**src/srmc_pkg.sv**
```systemverilog
// ----------------------------------------------------------------------------
// srmc_pkg
// Shared types, codes, relay tables and lookup functions of the serial relay
// matrix controller.
// ----------------------------------------------------------------------------
package srmc_pkg;

  localparam int INIT_LEN_DEF    = 32;
  localparam int QUEUE_DEPTH_DEF = 4;
  localparam int IDX_W           = 6;
  localparam int MAP_LEN         = 68;
  localparam int INIT_SLOTS      = 64;

  localparam logic [7:0] MARK_HEAD   = 8'h55;
  localparam logic [7:0] MARK_END    = 8'h56;
  localparam logic [7:0] MARK_SKIP   = 8'h57;
  localparam logic [7:0] MARK_REPLAY = 8'h58;
  localparam logic [7:0] NO_RELAY    = 8'hFF;
  localparam logic [7:0] PORT_IDLE   = 8'hFF;

  localparam logic [7:0] ROUTE_FRAME = 8'h73;
  localparam logic [7:0] ROUTE_FWD   = 8'h6E;
  localparam logic [7:0] ROUTE_RAW   = 8'h74;

  localparam logic [7:0] PULSE_RST   = 8'h1F;
  localparam logic [7:0] RELEASE_RST = 8'h03;

  localparam logic CFG_PULSE   = 1'b0;
  localparam logic CFG_RELEASE = 1'b1;

  typedef enum logic [1:0] {
    OP_HOST  = 2'd0,
    OP_AUX   = 2'd1,
    OP_START = 2'd2
  } op_e;

  typedef enum logic [1:0] {
    DEST_HOST  = 2'd0,
    DEST_AUX   = 2'd1,
    DEST_DRIVE = 2'd2
  } dest_e;

  typedef enum logic [2:0] {
    PM_IDLE   = 3'd0,
    PM_MARK   = 3'd1,
    PM_FRAME  = 3'd2,
    PM_RAWROW = 3'd3,
    PM_RAWCOL = 3'd4
  } parse_e;

  typedef enum logic [2:0] {
    JOB_HOST   = 3'd0,
    JOB_AUX    = 3'd1,
    JOB_SEQ    = 3'd2,
    JOB_RELAY  = 3'd3,
    JOB_REPLY  = 3'd4,
    JOB_RAWROW = 3'd5,
    JOB_RAWCOL = 3'd6
  } job_e;

  typedef enum logic {
    BK_IDLE = 1'b0,
    BK_RUN  = 1'b1
  } back_e;

  typedef struct packed {
    job_e       kind;
    logic [7:0] b0;
    logic [7:0] b1;
  } job_t;

  typedef struct packed {
    logic       hit;
    logic [5:0] num;
  } relay_t;

  localparam logic [7:0] RELAY_MAP [MAP_LEN] = '{
    8'd43, 8'd47, 8'd31, 8'd255, 8'd19, 8'd17, 8'd23, 8'd21,
    8'd46, 8'd42, 8'd255, 8'd30, 8'd16, 8'd18, 8'd20, 8'd22,
    8'd41, 8'd57, 8'd45, 8'd53, 8'd0, 8'd255, 8'd2, 8'd54,
    8'd56, 8'd40, 8'd52, 8'd44, 8'd255, 8'd1, 8'd55, 8'd3,
    8'd4, 8'd27, 8'd63, 8'd6, 8'd35, 8'd33, 8'd39, 8'd37,
    8'd26, 8'd5, 8'd7, 8'd62, 8'd32, 8'd34, 8'd36, 8'd38,
    8'd61, 8'd59, 8'd25, 8'd29, 8'd9, 8'd11, 8'd13, 8'd15,
    8'd58, 8'd60, 8'd28, 8'd24, 8'd10, 8'd8, 8'd14, 8'd12,
    8'd49, 8'd48, 8'd51, 8'd50
  };

  localparam logic [7:0] INIT_LIST [INIT_SLOTS] = '{
    8'h26, 8'h27, 8'h0F, 8'h3E, 8'h3F, 8'h3C, 8'h34, 8'h0D,
    8'h0C, 8'h0E, 8'h2D, 8'h14, 8'h0B, 8'h33, 8'h21, 8'h32,
    8'hFF, 8'hFF, 8'hFF, 8'hFF, 8'hFF, 8'hFF, 8'hFF, 8'hFF,
    8'hFF, 8'hFF, 8'hFF, 8'hFF, 8'hFF, 8'hFF, 8'hFF, 8'hFF,
    8'hFF, 8'hFF, 8'hFF, 8'hFF, 8'hFF, 8'hFF, 8'hFF, 8'hFF,
    8'hFF, 8'hFF, 8'hFF, 8'hFF, 8'hFF, 8'hFF, 8'hFF, 8'hFF,
    8'hFF, 8'hFF, 8'hFF, 8'hFF, 8'hFF, 8'hFF, 8'hFF, 8'hFF,
    8'hFF, 8'hFF, 8'hFF, 8'hFF, 8'hFF, 8'hFF, 8'hFF, 8'hFF
  };

  function automatic relay_t map_code(logic [7:0] code);
    relay_t     r;
    logic [7:0] n;
    n = NO_RELAY;
    if (code < 8'(MAP_LEN)) begin
      n = RELAY_MAP[code[6:0]];
    end
    r.hit = (n != NO_RELAY);
    r.num = n[5:0];
    return r;
  endfunction

  function automatic relay_t init_relay(logic [IDX_W-1:0] idx);
    return map_code(INIT_LIST[idx]);
  endfunction

  function automatic logic [7:0] one_low(logic [2:0] pos);
    return ~(8'h80 >> pos);
  endfunction

  // index of the last mapped init slot below len, -1 if none
  function automatic int seq_last(int len);
    int last;
    last = -1;
    for (int i = 0; i < INIT_SLOTS; i++) begin
      if (i < len && init_relay(IDX_W'(i)).hit) begin
        last = i;
      end
    end
    return last;
  endfunction

endpackage

```
**src/serial_relay_matrix_controller.sv**
```systemverilog
// ----------------------------------------------------------------------------
// serial_relay_matrix_controller
// Host/aux byte router and relay matrix driver: a parser front end feeds a
// job queue; a sequencer back end gives one result per cycle unless stalled.
// ----------------------------------------------------------------------------
//  channel  | direction | handshake             | payload
//  in       | input     | in_valid_i/in_stall_o | op, data, status_a, status_b
//  out      | output    | out_valid_o/out_stall_i | dest, out_byte, row/col drive,
//           |           |                       | hold, last
//  cfg      | input     | cfg_we_i              | cfg_idx_i, cfg_data_i
//
//  a transaction is parsed in the cycle it is taken; a job waits in the queue
//  the sequencer takes a job while idle, then one result per cycle unless stalled
//  start-up: empty init slots give nothing, mapped slots a pulse and a release
//  in_stall_o is high while the QUEUE_DEPTH-entry job queue is full
//  reset clears parse state, port levels, queue and config to defaults
// ----------------------------------------------------------------------------
module serial_relay_matrix_controller #(
  parameter int INIT_LEN    = srmc_pkg::INIT_LEN_DEF,
  parameter int QUEUE_DEPTH = srmc_pkg::QUEUE_DEPTH_DEF
) (
  input  logic       clk_i,
  input  logic       rst_ni,
  input  logic       in_valid_i,
  output logic       in_stall_o,
  input  logic [1:0] op_i,
  input  logic [7:0] data_i,
  input  logic [7:0] status_a_i,
  input  logic [7:0] status_b_i,
  output logic       out_valid_o,
  input  logic       out_stall_i,
  output logic [1:0] dest_o,
  output logic [7:0] out_byte_o,
  output logic [7:0] row_drive_o,
  output logic [7:0] col_drive_o,
  output logic [7:0] hold_o,
  output logic       last_o,
  input  logic       cfg_we_i,
  input  logic       cfg_idx_i,
  input  logic [7:0] cfg_data_i
);

  logic           accept, push, pop, full, empty;
  srmc_pkg::job_t job_in, job_out;

  assign in_stall_o = full;
  assign accept     = in_valid_i & ~full;

  srmc_front #(
    .INIT_LEN(INIT_LEN)
  ) u_front (
    .clk_i      (clk_i),
    .rst_ni     (rst_ni),
    .accept_i   (accept),
    .op_i       (op_i),
    .data_i     (data_i),
    .status_a_i (status_a_i),
    .status_b_i (status_b_i),
    .push_o     (push),
    .job_o      (job_in)
  );

  srmc_queue #(
    .DEPTH(QUEUE_DEPTH)
  ) u_queue (
    .clk_i   (clk_i),
    .rst_ni  (rst_ni),
    .push_i  (push),
    .data_i  (job_in),
    .pop_i   (pop),
    .data_o  (job_out),
    .full_o  (full),
    .empty_o (empty)
  );

  srmc_back #(
    .INIT_LEN(INIT_LEN)
  ) u_back (
    .clk_i       (clk_i),
    .rst_ni      (rst_ni),
    .cfg_we_i    (cfg_we_i),
    .cfg_idx_i   (cfg_idx_i),
    .cfg_data_i  (cfg_data_i),
    .job_i       (job_out),
    .empty_i     (empty),
    .pop_o       (pop),
    .out_valid_o (out_valid_o),
    .out_stall_i (out_stall_i),
    .dest_o      (dest_o),
    .out_byte_o  (out_byte_o),
    .row_drive_o (row_drive_o),
    .col_drive_o (col_drive_o),
    .hold_o      (hold_o),
    .last_o      (last_o)
  );

endmodule

```
**src/srmc_front.sv**
```systemverilog
// ----------------------------------------------------------------------------
// srmc_front
// Host byte parser: tracks mark escapes, routing mode and port levels, and
// turns each transaction into at most one job for the back end.
// ----------------------------------------------------------------------------
module srmc_front #(
  parameter int INIT_LEN = srmc_pkg::INIT_LEN_DEF
) (
  input  logic                clk_i,
  input  logic                rst_ni,
  input  logic                accept_i,
  input  logic [1:0]          op_i,
  input  logic [7:0]          data_i,
  input  logic [7:0]          status_a_i,
  input  logic [7:0]          status_b_i,
  output logic                push_o,
  output srmc_pkg::job_t      job_o
);

  localparam int  SEQ_N   = INIT_LEN & 63;
  localparam logic SEQ_ANY = (srmc_pkg::seq_last(SEQ_N) >= 0);

  srmc_pkg::parse_e mode_q, mode_d;
  logic [7:0]       route_q, route_d;
  logic [7:0]       row_q, row_d;
  logic [7:0]       col_q, col_d;
  logic             route_lit;
  srmc_pkg::relay_t rel;

  always_comb begin
    mode_d    = mode_q;
    route_d   = route_q;
    row_d     = row_q;
    col_d     = col_q;
    route_lit = 1'b0;
    push_o    = 1'b0;
    job_o     = '{kind: srmc_pkg::JOB_HOST, b0: data_i, b1: 8'h00};
    rel       = srmc_pkg::map_code(data_i);
    if (accept_i) begin
      unique case (op_i)
        srmc_pkg::OP_AUX: begin
          push_o = 1'b1;
        end
        srmc_pkg::OP_START: begin
          if (SEQ_ANY) begin
            push_o     = 1'b1;
            job_o.kind = srmc_pkg::JOB_SEQ;
            row_d      = srmc_pkg::PORT_IDLE;
            col_d      = srmc_pkg::PORT_IDLE;
          end
        end
        srmc_pkg::OP_HOST: begin
          case (mode_q)
            srmc_pkg::PM_MARK: begin
              mode_d = srmc_pkg::PM_IDLE;
              if (data_i != srmc_pkg::MARK_HEAD) begin
                route_d = data_i;
              end else begin
                route_lit = 1'b1;
              end
            end
            srmc_pkg::PM_FRAME: begin
              if (data_i == srmc_pkg::MARK_END) begin
                mode_d = srmc_pkg::PM_IDLE;
                push_o = 1'b1;
                job_o  = '{kind: srmc_pkg::JOB_REPLY, b0: status_a_i, b1: status_b_i};
              end else if (data_i == srmc_pkg::MARK_REPLAY) begin
                if (SEQ_ANY) begin
                  push_o     = 1'b1;
                  job_o.kind = srmc_pkg::JOB_SEQ;
                  row_d      = srmc_pkg::PORT_IDLE;
                  col_d      = srmc_pkg::PORT_IDLE;
                end
              end else if (data_i != srmc_pkg::MARK_SKIP && rel.hit) begin
                push_o = 1'b1;
                job_o  = '{kind: srmc_pkg::JOB_RELAY, b0: {2'b00, rel.num}, b1: 8'h00};
                row_d  = srmc_pkg::PORT_IDLE;
                col_d  = srmc_pkg::PORT_IDLE;
              end
            end
            srmc_pkg::PM_RAWROW: begin
              row_d  = data_i;
              mode_d = srmc_pkg::PM_RAWCOL;
              push_o = 1'b1;
              job_o  = '{kind: srmc_pkg::JOB_RAWROW, b0: data_i, b1: col_q};
            end
            srmc_pkg::PM_RAWCOL: begin
              col_d  = data_i;
              mode_d = srmc_pkg::PM_IDLE;
              push_o = 1'b1;
              job_o  = '{kind: srmc_pkg::JOB_RAWCOL, b0: row_q, b1: data_i};
            end
            default: begin
              mode_d = srmc_pkg::PM_IDLE;
              if (data_i == srmc_pkg::MARK_HEAD) begin
                mode_d = srmc_pkg::PM_MARK;
              end else begin
                route_lit = 1'b1;
              end
            end
          endcase
          if (route_lit) begin
            case (route_q)
              srmc_pkg::ROUTE_FRAME: begin
                if (data_i == srmc_pkg::MARK_HEAD) begin
                  mode_d = srmc_pkg::PM_FRAME;
                end
              end
              srmc_pkg::ROUTE_FWD: begin
                push_o     = 1'b1;
                job_o.kind = srmc_pkg::JOB_AUX;
              end
              srmc_pkg::ROUTE_RAW: begin
                mode_d = srmc_pkg::PM_RAWROW;
              end
              default: ;
            endcase
          end
        end
        default: ;
      endcase
    end
  end

  always_ff @(posedge clk_i or negedge rst_ni) begin
    if (!rst_ni) begin
      mode_q  <= srmc_pkg::PM_IDLE;
      route_q <= 8'h00;
      row_q   <= srmc_pkg::PORT_IDLE;
      col_q   <= srmc_pkg::PORT_IDLE;
    end else begin
      mode_q  <= mode_d;
      route_q <= route_d;
      row_q   <= row_d;
      col_q   <= col_d;
    end
  end

endmodule

```
**src/srmc_queue.sv**
```systemverilog
// ----------------------------------------------------------------------------
// srmc_queue
// Small job FIFO between the parser and the result sequencer.
// ----------------------------------------------------------------------------
module srmc_queue #(
  parameter int DEPTH = srmc_pkg::QUEUE_DEPTH_DEF
) (
  input  logic           clk_i,
  input  logic           rst_ni,
  input  logic           push_i,
  input  srmc_pkg::job_t data_i,
  input  logic           pop_i,
  output srmc_pkg::job_t data_o,
  output logic           full_o,
  output logic           empty_o
);

  localparam int AW = (DEPTH > 1) ? $clog2(DEPTH) : 1;
  localparam int CW = $clog2(DEPTH + 1);

  srmc_pkg::job_t mem_q [DEPTH];
  logic [AW-1:0]  wr_q, wr_d;
  logic [AW-1:0]  rd_q, rd_d;
  logic [CW-1:0]  cnt_q, cnt_d;
  logic           do_push, do_pop;

  assign full_o  = (cnt_q == CW'(DEPTH));
  assign empty_o = (cnt_q == '0);
  assign data_o  = mem_q[rd_q];
  assign do_push = push_i & ~full_o;
  assign do_pop  = pop_i & ~empty_o;

  always_comb begin
    wr_d  = wr_q;
    rd_d  = rd_q;
    cnt_d = cnt_q;
    if (do_push) begin
      wr_d = (wr_q == AW'(DEPTH - 1)) ? '0 : wr_q + 1'b1;
    end
    if (do_pop) begin
      rd_d = (rd_q == AW'(DEPTH - 1)) ? '0 : rd_q + 1'b1;
    end
    if (do_push && !do_pop) begin
      cnt_d = cnt_q + 1'b1;
    end else if (do_pop && !do_push) begin
      cnt_d = cnt_q - 1'b1;
    end
  end

  always_ff @(posedge clk_i or negedge rst_ni) begin
    if (!rst_ni) begin
      wr_q  <= '0;
      rd_q  <= '0;
      cnt_q <= '0;
    end else begin
      wr_q  <= wr_d;
      rd_q  <= rd_d;
      cnt_q <= cnt_d;
    end
  end

  always_ff @(posedge clk_i) begin
    if (do_push) begin
      mem_q[wr_q] <= data_i;
    end
  end

endmodule

```
**src/srmc_back.sv**
```systemverilog
// ----------------------------------------------------------------------------
// srmc_back
// Result sequencer: expands one job into host bytes, aux bytes and relay
// drive steps, one result per cycle into the output register unless stalled.
// ----------------------------------------------------------------------------
module srmc_back #(
  parameter int INIT_LEN = srmc_pkg::INIT_LEN_DEF
) (
  input  logic           clk_i,
  input  logic           rst_ni,
  input  logic           cfg_we_i,
  input  logic           cfg_idx_i,
  input  logic [7:0]     cfg_data_i,
  input  srmc_pkg::job_t job_i,
  input  logic           empty_i,
  output logic           pop_o,
  output logic           out_valid_o,
  input  logic           out_stall_i,
  output logic [1:0]     dest_o,
  output logic [7:0]     out_byte_o,
  output logic [7:0]     row_drive_o,
  output logic [7:0]     col_drive_o,
  output logic [7:0]     hold_o,
  output logic           last_o
);

  localparam int SEQ_N = INIT_LEN & 63;
  localparam logic [srmc_pkg::IDX_W-1:0] SEQ_END = srmc_pkg::IDX_W'(SEQ_N - 1);
  localparam logic [srmc_pkg::IDX_W-1:0] SEQ_FIN = srmc_pkg::IDX_W'(srmc_pkg::seq_last(SEQ_N));

  srmc_pkg::back_e               state_q, state_d;
  srmc_pkg::job_t                job_q;
  logic [1:0]                    step_q, step_d;
  logic [srmc_pkg::IDX_W-1:0]    idx_q, idx_d;
  logic [7:0]                    pulse_q, release_q;
  logic                          valid_q, valid_d;
  srmc_pkg::dest_e               dest_q, r_dest;
  logic [7:0]                    byte_q, r_byte;
  logic [7:0]                    row_q, r_row;
  logic [7:0]                    col_q, r_col;
  logic [7:0]                    hold_q, r_hold;
  logic                          last_q, r_last;
  logic                          slot_free, emit, done;
  srmc_pkg::relay_t              ent;
  logic [5:0]                    num;

  assign slot_free = ~valid_q | ~out_stall_i;
  assign pop_o     = (state_q == srmc_pkg::BK_IDLE) & ~empty_i;
  assign ent       = srmc_pkg::init_relay(idx_q);
  assign num       = (job_q.kind == srmc_pkg::JOB_SEQ) ? ent.num : job_q.b0[5:0];

  always_comb begin
    state_d = state_q;
    unique case (state_q)
      srmc_pkg::BK_IDLE: if (!empty_i) state_d = srmc_pkg::BK_RUN;
      srmc_pkg::BK_RUN:  if (slot_free && done) state_d = srmc_pkg::BK_IDLE;
      default:           state_d = srmc_pkg::BK_IDLE;
    endcase
  end

  always_comb begin
    emit   = 1'b0;
    done   = 1'b0;
    r_dest = srmc_pkg::DEST_HOST;
    r_byte = 8'h00;
    r_row  = 8'h00;
    r_col  = 8'h00;
    r_hold = 8'h00;
    r_last = 1'b0;
    step_d = step_q;
    idx_d  = idx_q;
    if (state_q == srmc_pkg::BK_RUN && slot_free) begin
      case (job_q.kind)
        srmc_pkg::JOB_HOST, srmc_pkg::JOB_AUX: begin
          emit   = 1'b1;
          r_dest = (job_q.kind == srmc_pkg::JOB_AUX) ? srmc_pkg::DEST_AUX : srmc_pkg::DEST_HOST;
          r_byte = job_q.b0;
          r_last = 1'b1;
          done   = 1'b1;
        end
        srmc_pkg::JOB_RELAY, srmc_pkg::JOB_SEQ: begin
          if (job_q.kind == srmc_pkg::JOB_SEQ && !ent.hit) begin
            if (idx_q == SEQ_END) begin
              done = 1'b1;
            end else begin
              idx_d = idx_q + 1'b1;
            end
          end else begin
            emit   = 1'b1;
            r_dest = srmc_pkg::DEST_DRIVE;
            if (step_q == 2'd0) begin
              r_row  = srmc_pkg::one_low(num[5:3]);
              r_col  = srmc_pkg::one_low(num[2:0]);
              r_hold = pulse_q;
              step_d = 2'd1;
            end else begin
              r_row  = srmc_pkg::PORT_IDLE;
              r_col  = srmc_pkg::PORT_IDLE;
              r_hold = release_q;
              step_d = 2'd0;
              if (job_q.kind == srmc_pkg::JOB_RELAY) begin
                r_last = 1'b1;
                done   = 1'b1;
              end else begin
                r_last = (idx_q == SEQ_FIN);
                if (idx_q == SEQ_END) begin
                  done = 1'b1;
                end else begin
                  idx_d = idx_q + 1'b1;
                end
              end
            end
          end
        end
        srmc_pkg::JOB_REPLY: begin
          emit   = 1'b1;
          step_d = step_q + 1'b1;
          case (step_q)
            2'd0:    r_byte = srmc_pkg::MARK_HEAD;
            2'd1:    r_byte = job_q.b0;
            2'd2:    r_byte = job_q.b1;
            default: begin
              r_byte = srmc_pkg::MARK_END;
              r_last = 1'b1;
              done   = 1'b1;
            end
          endcase
        end
        srmc_pkg::JOB_RAWROW: begin
          emit   = 1'b1;
          r_dest = srmc_pkg::DEST_DRIVE;
          r_row  = job_q.b0;
          r_col  = job_q.b1;
          r_last = 1'b1;
          done   = 1'b1;
        end
        srmc_pkg::JOB_RAWCOL: begin
          emit = 1'b1;
          if (step_q == 2'd0) begin
            r_dest = srmc_pkg::DEST_DRIVE;
            r_row  = job_q.b0;
            r_col  = job_q.b1;
            step_d = 2'd1;
          end else begin
            r_byte = srmc_pkg::MARK_END;
            r_last = 1'b1;
            done   = 1'b1;
          end
        end
        default: done = 1'b1;
      endcase
    end
  end

  assign valid_d = emit | (valid_q & out_stall_i);

  always_ff @(posedge clk_i or negedge rst_ni) begin
    if (!rst_ni) begin
      state_q   <= srmc_pkg::BK_IDLE;
      step_q    <= 2'd0;
      idx_q     <= '0;
      valid_q   <= 1'b0;
      pulse_q   <= srmc_pkg::PULSE_RST;
      release_q <= srmc_pkg::RELEASE_RST;
    end else begin
      state_q <= state_d;
      valid_q <= valid_d;
      if (pop_o) begin
        step_q <= 2'd0;
        idx_q  <= '0;
      end else begin
        step_q <= step_d;
        idx_q  <= idx_d;
      end
      if (cfg_we_i) begin
        unique case (cfg_idx_i)
          srmc_pkg::CFG_PULSE:   pulse_q   <= cfg_data_i;
          srmc_pkg::CFG_RELEASE: release_q <= cfg_data_i;
          default: ;
        endcase
      end
    end
  end

  always_ff @(posedge clk_i) begin
    if (pop_o) begin
      job_q <= job_i;
    end
    if (emit) begin
      dest_q <= r_dest;
      byte_q <= r_byte;
      row_q  <= r_row;
      col_q  <= r_col;
      hold_q <= r_hold;
      last_q <= r_last;
    end
  end

  assign out_valid_o = valid_q;
  assign dest_o      = dest_q;
  assign out_byte_o  = byte_q;
  assign row_drive_o = row_q;
  assign col_drive_o = col_q;
  assign hold_o      = hold_q;
  assign last_o      = last_q;

endmodule

```
**config.mk**
```make
export PLATFORM = sky130hd
export DESIGN_NAME = serial_relay_matrix_controller
export DESIGN_NICKNAME = d
export VERILOG_FILES = /design/src/srmc_pkg.sv /design/src/serial_relay_matrix_controller.sv /design/src/srmc_front.sv /design/src/srmc_queue.sv /design/src/srmc_back.sv
export SDC_FILE = /design/constraint.sdc
export NUM_CORES = 1
export LEC_CHECK = 0
export BUFFER_PORTS_ARGS = -buffer_cell sky130_fd_sc_hd__buf_2
export CAP_MARGIN = 20
export CORE_UTILIZATION = 35
export CTS_CLUSTER_SIZE = 12
export DETAILED_ROUTE_END_ITERATION = 16
export PLACE_DENSITY = 0.58
export SLEW_MARGIN = 0
export SYNTH_ARGS = -nofsm -noshare
export SYNTH_HDL_FRONTEND = slang
export SYNTH_SLANG_ARGS = --single-unit
```
**constraint.sdc**
```tcl
create_clock -name clk_i -period 13.7 [get_ports clk_i]
set_clock_uncertainty 0.2 [all_clocks]
set_input_delay 1.37 -clock clk_i [delete_from_list [all_inputs] [get_ports clk_i]]
set_output_delay 1.37 -clock clk_i [all_outputs]
set_load 0.01 [all_outputs]
```
==> results of run 1 <==
sequential cells by signal (all words and copies together) (netlist names), 2 cells and up:
name / count
u_queue.mem_q: 76
u_back.job_q: 19
u_back.col_drive_o: 8
u_back.hold_o: 8
u_back.out_byte_o: 8
u_back.pulse_q: 8
u_back.release_q: 8
u_back.row_drive_o: 8
u_front.col_q: 8
u_front.route_q: 8
u_front.row_q: 8
u_back.idx_q: 6
u_front.mode_q: 3
u_queue.cnt_q: 3
u_back.dest_o: 2
u_back.step_q: 2
u_queue.rd_q: 2
u_queue.wr_q: 2
path summary, 6_finish.rpt:
check | start | end | slack, ns | cells past startpoint
worst max-delay path | u_back.idx_q[0] | u_back.out_byte_o[7] | 8.43 | 13
worst min-delay path | u_queue.cnt_q[2] | u_queue.cnt_q[2] | 0.29 | 1
worst max register to register | u_back.idx_q[0] | u_back.out_byte_o[7] | 8.43 | 13
worst min register to register | u_queue.cnt_q[2] | u_queue.cnt_q[2] | 0.29 | 1
max in group asynchronous | rst_ni | u_front.route_q[1] | 11.82 | 2
min in group asynchronous | rst_ni | u_back.pulse_q[5] | 0.92 | 2
layout by cell type (no fill, tap or decap), drive strengths merged, types with 10 or more instances in the layout:
cell / n
ha: 33
clkbuf: 17
nor2: 75
nand3: 13
o21ai: 46
and2: 15
nand2b: 15
o22a: 12
nor2b: 11
inv: 30
mux2: 32
nand2: 72
dfrtp: 37
o211ai: 10
mux4: 20
a21oi: 39
edfxtp: 130
buf: 79
nor3: 17
nor4: 11
a222oi: 11
mux2i: 17
dfstp: 23
synth_stat cells (12+ instances only):
library cell,number,area share
dfstp_2,23,0.060
nand2b_1,15,0.0093
nor3_1,17,0.0084
nand2_1,72,0.027
dfrtp_1,37,0.092
inv_1,21,0.0078
mux2_2,31,0.035
nand3_1,13,0.0064
mux4_2,20,0.045
nor2_1,75,0.028
mux2i_1,17,0.017
o21ai_0,42,0.021
ha_1,33,0.041
edfxtp_1,130,0.39
a21oi_1,37,0.018
o22a_1,12,0.010
clkbuf_1,36,0.013
and2_1,14,0.0087
layer usage:
metal / wire (um) / share of wire / GRT usage
met2: 11100 / 0.47 / 0.273
met4: 313 / 0.013 / 0.0543
met5: 0 / 0 / 0
met3: 1130 / 0.048 / 0.0268
met1: 10800 / 0.46 / 0.218
power by group through the flow:
| stage | clock [mW] | combinational [mW] | sequential (mW) |
|---|---|---|---|
| CTS | 0.531 | 0.621 | 0.911 |
| finish | 0.518 | 0.616 | 0.910 |
| floorplan | 0 | 0.448 | 0.903 |
| detailed placement | 0 | 0.618 | 0.923 |
| global route | 0.549 | 0.686 | 0.930 |
| global placement | 0 | 0.611 | 0.922 |
logic make-up after synthesis:
family | synth area share
and+or+nand+nor | 0.136
AOI/OAI and AO/OA | 0.145
DFF | 0.537
buffers and inverters | 0.0301
muxes | 0.0974
adders and majority gates | 0.0428
xor gates and xnor gates | 0.0114
layout make-up:
class	count	share of cell area
repair buffers	79	0.0352
multi-input cells	594	0.383
clock buffers	17	0.0372
inverters	24	0.00810
flip-flops and latches	190	0.475
well taps	378	0.0414
clock inverters	15	0.0196
worst reg2reg max path: stages (launching register included):
cell      delay, ns
dfrtp_1        0.55
inv_1          0.18
ha_1           0.36
mux2_4         0.29
o211ai_4       0.24
nand2_1        0.16
ha_1           0.32
mux2_2         0.27
o311ai_0       0.60
o311ai_4       0.18
or2_2          0.35
a21oi_2        0.27
nor3_1         0.14
nor2_4         0.75
==> impl_metrics.env, run 1 <==
export IMPL_area_delta_synth_final_pct=13.1
export IMPL_fin_nets=980
export IMPL_initial_core_util=0.360
export IMPL_cts_num_sinks=190
export IMPL_cp_num_buf_inv=1
export IMPL_htreeDepth=4
export IMPL_row_count=61
export IMPL_synthArstFlopShare=0.316
export IMPL_dr_pass1_iters=6
export IMPL_grt_usage=0.164
export IMPL_p_total_mw=2.04
export IMPL_cap_violations=0
export IMPL_worstPathMaxFanout=35
export IMPL_avgSynthCellArea_sq_um=11.8
export IMPL_cp_top_family="simple AND/OR/NAND/NOR gates"
export IMPL_syn_nets=930
export IMPL_top_level_ports=77
export IMPL_endpoint_kind="flop"
export IMPL_maxSlewViolCount=0
export IMPL_setup_viol=0
export IMPL_placed_cells=1265
export IMPL_whs_ns=0.286
export IMPL_dpl_hpwl_um=16600
export IMPL_ctsResizeCount=0
export IMPL_grt_max_degree=61
export IMPL_seqCellArea_sq_mm=0.00543
export IMPL_vias_per_cell=5.41
export IMPL_cts_setup_buffers=0
export IMPL_cts_max_path_buffers=2
export IMPL_core_area_sq_mm=0.0281
export IMPL_multi_input_area_sq_mm=0.00438
export IMPL_clk_latency_ns=0.44
export IMPL_internal_power_mw=1.32
export IMPL_p_leak_nw=4.17
export IMPL_p_seq_frac=0.445
export IMPL_dpl_cell_area_sq_mm=0.0108
export IMPL_cts_tree="built"
export IMPL_grt_antenna_before_repair=0
export IMPL_wl_per_cell_um=18.0
export IMPL_dp_slack_ns=8.06
export IMPL_die_area_sq_mm=0.0296
export IMPL_grt_pass1_vias=6905
export IMPL_timing_fmax_ghz=0.190
export IMPL_fin_util=0.407
export IMPL_p_clk_frac=0.253
export IMPL_initialDrtViolationCount=579
export IMPL_diodes=0
export IMPL_worst_slew_pin_slew_ns=1.09
export IMPL_arrival_ns=5.13
export IMPL_yosysWarningCount=0
export IMPL_gp_congestion=0.893
export IMPL_synth_area_sq_mm=0.0101
export IMPL_slew_headroom=0.265
export IMPL_netSwitchingFraction=0.352
export IMPL_clk_pin_slew_worst_paths_ns=0.08
export IMPL_tns_ns=0
export IMPL_synth_edf_count=130
export IMPL_route_detailed_drc=0
export IMPL_p_sw_mw=0.720
export IMPL_cts_buffers=17
export IMPL_p_comb_frac=0.301
export IMPL_finalInstanceArea_sq_mm=0.0114
export IMPL_min_period_ns=5.27
export IMPL_cts_root_buf="clkbuf_16"
export IMPL_ys_ff_latch=190
export IMPL_hold_violations=0
export IMPL_fin_cells=1297
export IMPL_required_ns=13.56
export IMPL_ir_drop_v=0.0000637
export IMPL_power_density_mw_per_mm2=179
export IMPL_period_share=0.385
export IMPL_synth_seq_area_share=0.537
export IMPL_fp_dieW_um=172
export IMPL_hold_path_class="flop to flop"
export IMPL_cp_start_kind="flop"
export IMPL_drive_above_1_share=0.225
export IMPL_finalWirelength_um=23300
export IMPL_port_buffers=76
export IMPL_antenna_left=0
export IMPL_status="finished clean"
export IMPL_cpMostUsedCell="ha_1"
export IMPL_grt_overflow=0
export IMPL_critPathMaxStageDelay_ns=0.75
export IMPL_crit_chain="inv_1 > ha_1 > mux2_4 > o211ai_4 > nand2_1 > ha_1 > mux2_2 > o311ai_0 > o311ai_4 > or2_2 > a21oi_2 > nor3_1 > nor2_4"
export IMPL_rsz0062_at_grt="false"
export IMPL_fin_ws_ns=8.43
export IMPL_crit_type="flop to flop"
export IMPL_cts_hold_buffers=0
export IMPL_synthCells=856
export IMPL_die_y_um=172
export IMPL_synth_cell_types=80
export IMPL_slowest_stage="nor2_4"
export IMPL_nFillCells=2718
export IMPL_synthFlopType="edfxtp_1"
export IMPL_vias=7023
export IMPL_grt_pass1_wl_um=37400
No activity file was read; power rests on OpenSTA's default activity.
==> run 2, diff against run 1 <==
Clock period 13.7 ns to 5.38 ns, I/O delays scaled along.
==> run 2 against run 1 <==
Net effect:
- cell count is 0.93% higher
- non-clock buffer count is 12 higher
- largest power group unchanged
- utilization is 0.32 points higher
- via count is 2.4% higher
- power grew to 2.6 times the previous value
- sequential power grew to 2.5 times the previous value
==> impl_metrics.env, run 2 (synthesis gave the netlist of run 1 again) <==
export IMPL_htreeDepth=4
export IMPL_wl_per_cell_um=18.1
export IMPL_tns_ns=0
export IMPL_setup_viol=0
export IMPL_timing_fmax_ghz=0.206
export IMPL_multi_input_area_sq_mm=0.00438
export IMPL_p_clk_frac=0.253
export IMPL_power_density_mw_per_mm2=455
export IMPL_arrival_ns=4.75
export IMPL_dr_pass1_iters=7
export IMPL_cts_hold_buffers=0
export IMPL_fp_dieW_um=172
export IMPL_row_count=61
export IMPL_netSwitchingFraction=0.354
export IMPL_rsz0062_at_grt="false"
export IMPL_final_common_cell="edfxtp_1"
export IMPL_endpoint="u_back.col_drive_o[0]"
export IMPL_internal_power_mw=3.39
export IMPL_maxSlewViolCount=0
export IMPL_fin_cells=1309
export IMPL_slowest_stage="dfrtp_1"
export IMPL_hold_violations=0
export IMPL_top_regs="u_queue.mem_q: 76 flops, u_back.job_q: 19 flops"
export IMPL_worstPathMaxFanout=35
export IMPL_required_ns=5.27
export IMPL_cts_num_sinks=190
export IMPL_clk_latency_ns=0.44
export IMPL_nFillCells=2707
export IMPL_p_comb_frac=0.303
export IMPL_cts_buffers=17
export IMPL_placed_cells=1276
export IMPL_whs_ns=0.0953
export IMPL_crit_type="flop to flop"
export IMPL_grt_pass1_vias=6800
export IMPL_p_seq_frac=0.443
export IMPL_crit_path_start="u_back.idx_q[0]"
export IMPL_critPathMaxStageDelay_ns=0.55
export IMPL_cpMostUsedCell="ha_1"
export IMPL_rr_worst_depth=14
export IMPL_finalWirelength_um=23700
export IMPL_crit_chain="inv_1 > ha_1 > mux2_4 > o211ai_4 > nand2_1 > ha_1 > mux2_2 > o311ai_0 > o311ai_4 > or2_2 > a21oi_2 > nor3_1 > nor2_4 > buf_4"
export IMPL_route_detailed_drc=0
export IMPL_worst_slew_pin_slew_ns=0.978
export IMPL_grt_antenna_before_repair=0
export IMPL_endpoint_kind="flop"
export IMPL_initial_core_util=0.360
export IMPL_gp_congestion=0.894
export IMPL_clk_pin_slew_worst_paths_ns=0.09
export IMPL_slew_headroom=0.345
export IMPL_reg2reg_slack_ns=0.53
export IMPL_cts_tree="built"
export IMPL_status="finished clean"
export IMPL_core_area_sq_mm=0.0281
export IMPL_period_share=0.902
export IMPL_die_y_um=172
export IMPL_cts_max_path_buffers=2
export IMPL_r2r_start="u_back.idx_q[0]"
export IMPL_p_leak_nw=4.22
export IMPL_cts_setup_buffers=0
export IMPL_regMostFlops="u_queue.mem_q"
export IMPL_grt_pass1_wl_um=37500
export IMPL_diodes=0
export IMPL_grt_overflow=0
export IMPL_cp_start_kind="flop"
export IMPL_die_area_sq_mm=0.0296
export IMPL_ir_drop_v=0.000201
export IMPL_antenna_left=0
export IMPL_min_period_ns=4.85
export IMPL_r2r_end="u_back.col_drive_o[0]"
export IMPL_fin_nets=992
export IMPL_ctsResizeCount=0
export IMPL_p_total_mw=5.24
export IMPL_cts_root_buf="clkbuf_16"
export IMPL_grt_max_degree=61
export IMPL_area_delta_synth_final_pct=13.9
export IMPL_drive_above_1_share=0.235
export IMPL_dpl_hpwl_um=16700
export IMPL_cap_violations=0
export IMPL_p_sw_mw=1.86
export IMPL_vias_per_cell=5.49
export IMPL_initialDrtViolationCount=675
export IMPL_hold_path_class="primary input to asynchronous set/reset pin"
export IMPL_top_level_ports=77
export IMPL_grt_usage=0.165
export IMPL_port_buffers=76
export IMPL_seqCellArea_sq_mm=0.00543
export IMPL_final_cell_mix="130 x edfxtp_1, 76 x buf_2, 74 x nor2_1"
export IMPL_vias=7192
export IMPL_largest_register_ff_count=76
run 2: worst max-delay path: cells and delay by family (launching register included):
| family | cells | cell delay (ns) |
|---|---|---|
| compound gates | 4 | 1.18 |
| flops | 1 | 0.55 |
| simple gates | 4 | 0.76 |
| fa+ha+maj | 2 | 0.67 |
| buf+inv | 2 | 0.56 |
| mux | 2 | 0.56 |
run 2: through the flow:
step | area [sq um] | util | setup WS (ns)
floorplan | 10100 | - | 0.485
global placement | 10900 | 0.387 | 0.714
detailed placement | 10900 | 0.387 | 0.627
CTS | 11500 | 0.410 | 0.583
global route | 11500 | 0.410 | 0.319
finish | 11500 | 0.410 | 0.526
run 2: worst min path at each step:
stage | startpoint | endpoint | slack, ns
6_report | rst_ni | u_back.release_q[5] | 0.1
5_1_grt | cfg_data_i[2] | u_back.release_q[2] | 0.12
4_1_cts | cfg_data_i[2] | u_back.release_q[2] | 0.11
3_5_place_dp | u_queue.cnt_q[2] | u_queue.cnt_q[2] | 0.29
3_3_place_gp | u_queue.cnt_q[2] | u_queue.cnt_q[2] | 0.28
2_1_floorplan | rst_ni | u_back.idx_q[0] | 0.04
run 2: layout make-up:
class,instances,share of cell area
inverter,24,0.00804
sequential,190,0.472
multi-input combinational,594,0.380
timing repair buffer,91,0.0431
clock inverter,15,0.0190
clock buffer,17,0.0369
tap,378,0.0411
run 2: routing by layer:
metal / share of wire / vias to the layer above / routed length [um] / global-route usage
met5: 0 / - / 0 / 0
met4: 0.012 / 0 / 274 / 0.0446
met3: 0.052 / 23 / 1220 / 0.0282
met2: 0.47 / 260 / 11200 / 0.273
met1: 0.46 / 3514 / 11000 / 0.222
li1: - / 3395 / - / -
run 2: power by group through the flow:
stage | combinational [mW] | clock [mW] | sequential [mW]
finish | 1.59 | 1.33 | 2.32
global route | 1.77 | 1.41 | 2.37
CTS | 1.60 | 1.37 | 2.32
detailed placement | 1.60 | 0 | 2.35
global placement | 1.58 | 0 | 2.35
floorplan | 1.14 | 0 | 2.30
